File: src/hdl/ouvn_pkg.sv
// types and constants shared by the unit vector normalizer
package ouvn_pkg;

  // one root bit per stage, 64-bit radicand gives 32 root bits
  localparam int SQRT_STEPS = 32;
  // quotient never exceeds 2^30, so 31 quotient bits
  localparam int DIV_STEPS = 31;

  typedef struct packed {
    logic signed [31:0] vec_x;
    logic signed [31:0] vec_y;
    logic signed [31:0] vec_z;
    logic signed [31:0] lambda_major;
    logic signed [31:0] lambda_minor;
    logic               has_ref;
    logic signed [31:0] ref_x;
    logic signed [31:0] ref_y;
    logic signed [31:0] ref_z;
  } item_t;

  typedef struct packed {
    logic signed [31:0] unit_x;
    logic signed [31:0] unit_y;
    logic signed [31:0] unit_z;
    logic signed [31:0] lambda_major_out;
    logic signed [31:0] lambda_minor_out;
  } result_t;

endpackage

File: src/hdl/ouvn_isqrt.sv
// pipelined integer square root, one root bit per stage
module ouvn_isqrt (
  input  logic        clk,
  input  logic        rst,
  input  logic        in_valid,
  input  logic [63:0] t,
  output logic        out_valid,
  output logic [31:0] root
);

  localparam int N = ouvn_pkg::SQRT_STEPS;

  logic [N-1:0] vld;
  logic [63:0]  tt       [N];
  logic [31:0]  rem      [N];
  logic [31:0]  rt       [N];
  logic [63:0]  tt_next  [N];
  logic [31:0]  rem_next [N];
  logic [31:0]  rt_next  [N];

  always_comb begin : comb_steps
    logic [63:0] t_in;
    logic [31:0] rm_in;
    logic [31:0] rt_in;
    logic [33:0] acc;
    logic [33:0] trial;
    logic [33:0] diff;
    for (int k = 0; k < N; k++) begin
      if (k == 0) begin
        t_in  = t;
        rm_in = '0;
        rt_in = '0;
      end else begin
        t_in  = tt[k-1];
        rm_in = rem[k-1];
        rt_in = rt[k-1];
      end
      acc   = {rm_in, t_in[63:62]};
      trial = {rt_in, 2'b01};
      diff  = acc - trial;
      if (acc >= trial) begin
        rem_next[k] = diff[31:0];
        rt_next[k]  = {rt_in[30:0], 1'b1};
      end else begin
        rem_next[k] = acc[31:0];
        rt_next[k]  = {rt_in[30:0], 1'b0};
      end
      tt_next[k] = {t_in[61:0], 2'b00};
    end
  end

  always_ff @(posedge clk) begin
    if (rst) begin
      vld <= '0;
    end else begin
      vld <= {vld[N-2:0], in_valid};
    end
    for (int k = 0; k < N; k++) begin
      tt[k]  <= tt_next[k];
      rem[k] <= rem_next[k];
      rt[k]  <= rt_next[k];
    end
  end

  assign out_valid = vld[N-1];
  assign root      = rt[N-1];

endmodule

File: config.mk
export PLATFORM = sky130hd
export DESIGN_NAME = ouvn_isqrt
export DESIGN_NICKNAME = d
export VERILOG_FILES = /design/src/hdl/ouvn_pkg.sv /design/src/hdl/ouvn_isqrt.sv
export SDC_FILE = /design/constraint.sdc
export NUM_CORES = 2
export LEC_CHECK = 0
export BUFFER_PORTS_ARGS = -buffer_cell sky130_fd_sc_hd__buf_2
export CORE_MARGIN = 3
export CORE_UTILIZATION = 40
export DETAILED_ROUTE_END_ITERATION = 12
export SLEW_MARGIN = 25
export SYNTH_ARGS = -nofsm -noshare
export SYNTH_HDL_FRONTEND = slang
export SYNTH_SLANG_ARGS = --single-unit
File: constraint.sdc
create_clock -name clk -period 8.3 [get_ports clk]
set_input_delay 1.66 -clock clk [delete_from_list [all_inputs] [get_ports clk]]
set_output_delay 1.66 -clock clk [all_outputs]
set_load 0.01 [all_outputs]
==> Yosys cells after proc, flatten, opt, wreduce, memory -nomap -nowiden <==
Memories as Yosys holds them, arrays and structs flattened.
Index checks and enable logic that the tools add are counted.
{ "word_totals": {"reg_bits": 32, "ramBits": 4032, "wordCells": 132, "memories": 3} }
{ "mem_list": {"columns": ["name", "words", "word_bits", "read_ports", "rd_ports_with_merged_regs", "write_ports", "line_no", "text"], "rows": [
  ["tt", 32, 62, 31, 0, 32, "ouvn_isqrt.sv:14", "logic [63:0] tt [N];"],
  ["rem", 32, 32, 31, 0, 32, "ouvn_isqrt.sv:15", "logic [31:0] rem [N];"],
  ["rt", 32, 32, 32, 0, 32, "ouvn_isqrt.sv:16", "logic [31:0] rt [N];"]
]} }
{ "op_classes": {"n_addsub": 32, "n_lt_le_gt_ge": 32, "n_mux": 64} }
{ "ops": {"columns": ["op", "count"], "rows": [
  ["$ge 34x34->1", 31],
  ["$mux 32", 32],
  ["$sub 32x32->32", 31],
  ["$mux 1", 32],
  ["$sub 2x1->3 const B", 1],
  ["$ge 2x1->1 const B", 1]
]} }

==> Longest topological paths before layout <==
An unclocked memory read counts as a cell.
{ "logic_depth": {"word_depth": 3, "depth_mapped": 14, "depth_no_buf": 14} }

==> Worst setup path after synthesis <==
Ideal clock, no wire load.
{ "synth_timing": {"path_kind": "flip-flop to flip-flop", "from": "memory rt[22][0], in the netlist rt[1][192]", "to": "memory rem[23][17], in the netlist rem[1][241]", "setup_ns": 0.121, "arrival_ns": 2.942, "t_required_ns": 8.179, "slack_ns": 5.238, "path_stages_with_launch": 13, "path_buffers": 2, "path_cell_list": "dfxtp_1 -> inv_1 -> ha_1 -> nor2b_1 -> o31a_1 -> o311a_1 -> a211oi_2 -> a21oi_1 -> o41a_1 -> nand3b_1 -> buf_2 -> buf_2 -> mux2_2"} }
{ "synth_rtl": {"columns": ["item", "line_no"], "rows": [
  ["start, declared", "ouvn_isqrt.sv:16"],
  ["end, declared", "ouvn_isqrt.sv:15"]
]} }

==> flow_metrics.py <==
metrics = {
    "detailed_routing": {
        "drt_wl_total_mm": 198,
        "post_drt_via_cell_ratio": 4.94,
        "wl_per_cell_um": 15.9,
        "num_vias": 61600,
        "detail_route.drc_violations": 0,
        "drt_pass1_iterations": 5,
        "drt_iter0_drc": 3204,
        "drtAntennaViolNets": 0,
    },
    "worst_hold_path": {
        "hold-path-cell-count": 0,
        "whs_endpoint": "tt[1][741]$_DFF_P_",
        "hp-start": "tt[1][677]$_DFF_P_",
        "hold_class": "flop to flop",
    },
    "sta": {
        "layout_setup_ws_ns": 4.36,
        "holdWs_ns": 0.299,
        "clock_skew_ns": 0.0695,
        "rsz0062_at_grt": "false",
        "clock.fmax_ghz": 0.254,
        "finalHoldViolations": 0,
        "tightest_slew_ns": 0.974,
        "tns_ns": 0,
        "slew_headroom_pct": 34.6,
        "post-route-period-util_pct": 47.5,
        "drv_slew": 0,
        "fin_crit_ns": 3.94,
        "setup_viol": 0,
    },
    "worst_setup_path": {
        "crit_slowest_cell": "nor3b_1",
        "r2r-start": "rt[0][352]$_DFF_P_",
        "worst-path-max-fanout": 26,
        "arrival_ns": 4.70,
        "cp-end-kind": "flop",
        "cpPeakStageDelay_ns": 0.86,
        "crit_start": "rt[0][352]$_DFF_P_",
        "crit_path_cell_trace": "inv_1 > ha_1 > nor2b_1 > o21ai_0 > nand2b_1 > a21boi_0 > o21ai_0 > a2111o_1 > nor3b_1 > nand3_1 > xnor2_1",
        "r2r_cells": 11,
        "timing.rr.end": "rem[0][415]$_DFF_P_",
        "crit_type": "flop to flop",
        "crit_top_cell": "o21ai_0",
        "required_ns": 9.06,
        "r2r_setup_slack_ns": 4.36,
        "startpoint_type": "flop",
    },
    "synth": {
        "synthTopCellsByArea": "dfxtp_1 (54%), ha_1 (7.6%), xnor2_1 (3.8%)",
        "async_flop_share_pct": 0,
        "synth_edf_count": 0,
        "syn-num-nets": 9711,
        "synth_ff_type": "dfxtp_1",
        "synth_top_cell_area_share_pct": 54.4,
        "seq_area_frac_synth_pct": 54.4,
        "synth_area_leader_cell": "dfxtp_1",
        "postSynthAreaPerCell_um2": 10.1,
        "yosysUniqueCellTypes": 96,
        "syn_area_um2": 91900,
        "yosys_warnings": 0,
        "syn_inst": 9083,
        "synth_seq_cells": 2498,
    },
    "placement": {
        "place_area_um2": 95400,
        "port_buffers": 99,
        "place_inst": 12000,
        "gp_congestion": 0.900,
        "dp_hpwl_mm": 148,
        "dpl_worst_slack_ns": 4.40,
    },
    "cts": {
        "clockBufferDepth": 4,
        "post-cts-setup-buffers": 0,
        "cts_tree": "done",
        "cts_root_buf": "clkbuf_16",
        "htreeDepth": 5,
        "cts_buffers": 284,
        "clk_latency_ns": 0.91,
        "clkSinkCount": 2498,
        "cts_resized": 0,
        "hold_buffers": 0,
        "clkTransAtPathRegs_ns": 0.06,
    },
    "floorplanning": {
        "coreArea_um2": 228000,
        "placementRows": 175,
        "die_w_um": 485,
        "fp.dieH_um": 485,
        "pin_count": 100,
        "initial_core_util_pct": 40.3,
        "die_area_um2": 236000,
    },
    "pwr": {
        "ir_drop_v": 0.000199,
        "finalPower_mw": 33.3,
        "p_leak_nw": 49.4,
        "powerDensity_nw_per_um2": 318,
    },
    "global_routing": {
        "antenna_found_initial": 8,
        "grt_pass1_vias": 61500,
        "track_usage_pct": 16.4,
        "grt_remaining_overflow": 0,
        "grt_max_degree": 61,
        "grt_pass1_wl_mm": 318,
    },
    "final_layout": {
        "stdcell_area_um2": 105000,
        "drive_gt1_share_pct": 7.68,
        "finalNonFillerCells": 12500,
        "fin_nets": 9896,
        "syn2layout_area_growth_pct": 14.0,
        "final_core_util_pct": 46.0,
    },
    "outcome": {
        "status": "completed",
    },
    "run": {
        "cap_violations": 0,
    },
}
==> flip-flops by register name, summed over array words and instances, names as in the netlist <==
name,cells
vld,32
rt,528
tt,992
rem,946
==> synth_stat cells, types with 23 or more instances <==
library cell	count
a211o_1	23
a211oi_1	45
a21boi_0	25
a21o_1	291
a21oi_1	524
a31oi_1	52
and2_1	27
and3_1	59
buf_2	24
buf_4	32
clkbuf_1	150
dfxtp_1	2498
ha_1	561
inv_1	701
mux2_2	61
nand2_1	644
nand2b_1	111
nand3_1	160
nand3b_1	29
nand4_1	101
nor2_1	518
nor2b_1	116
nor3_1	198
nor3b_1	23
nor4_1	109
o211ai_1	27
o21a_1	98
o21ai_0	518
o21bai_1	41
o31ai_1	52
or2_2	40
or3_1	90
or4_1	47
xnor2_1	400
xor2_1	382
==> per-layer routing <==
metal / share of wire [%] / wire (µm) / global-route usage (%)
met5: 0.021 / 41 / 0
met4: 4.5 / 8910 / 7.69
met3: 4.1 / 8060 / 2.75
met2: 47 / 92100 / 27.8
met1: 45 / 88700 / 20.4
==> critical path, delay by kind of cell, from the launching register on <==
kind,cells,cell delay (ns)
simple gates,4,1.31
flops,1,0.34
fa+ha+maj,1,0.33
buf+inv,1,0.05
compound gates,4,1.58
xor+xnor,1,0.17
==> final cells by class <==
cell class | instances | area [µm²]
antenna | 1 | 2.50
clock buffer | 395 | 8180
clock inverter | 89 | 1160
fill | 21000 | 123000
inverter | 707 | 2650
multi-input combinational | 5654 | 38300
sequential | 2498 | 50000
tap | 3009 | 3760
timing repair buffer | 123 | 676
==> kinds of logic after synthesis <==
kind of cell / after synthesis / share of synthesized area (%)
AO/OA/AOI/OAI: 1875 / 12.8
XOR/XNOR: 782 / 7.45
adder cells (fa/ha/maj): 561 / 7.64
buffers and inverters: 931 / 3.98
flip-flops: 2498 / 54.4
multiplexers: 72 / 0.869
other: 1 / 0.00408
AND/OR/NAND/NOR: 2363 / 12.9
==> where the power goes <==
part	total [mW]	switching, mW	internal, mW
sequential	15.4	1.45	14.0
clock	12.3	4.69	7.58
combinational	5.62	3.17	2.45
total	33.3	9.30	24.0
==> layout by cell type, fill, tap and decap left out, drive strengths merged, types with 23 or more instances in the layout <==
cell type	synthesis	layout
a211o	23	23
nand2b	111	111
a31oi	52	52
buf	73	123
inv	705	710
nor2	520	520
o21ai	522	522
and2	27	27
nor2b	116	116
o21a	98	98
or3	96	96
nand4	101	101
xor2	382	382
nor4	111	111
a21o	291	291
a211oi	46	46
o31ai	52	52
clkinv	2	49
nand2	644	644
and3	59	59
o211ai	28	28
a21oi	524	524
nand3	160	160
nor3	202	202
xnor2	400	400
o21bai	41	41
or2	42	42
clkbuf	151	395
or4	53	53
nor3b	24	24
a21boi	25	25
nand3b	29	29
bufinv	0	23
dfxtp	2498	2498
mux2	62	62
ha	561	561
==> how the worst max path moves through the flow <==
stage | slack (ns) | cells past startpoint | end
final | 4.36 | 11 | rem[0][415]$_DFF_P_
after global routing | 3.87 | 11 | rem[0][409]$_DFF_P_
after CTS | 4.32 | 11 | rem[0][415]$_DFF_P_
after detailed placement | 4.40 | 11 | rem[0][415]$_DFF_P_
after global placement | 4.37 | 9 | rem[0][501]$_DFF_P_
after floorplan | 5.24 | 12 | rem[1][241]$_DFF_P_
Note: power is estimated with default switching activity, not from simulation.
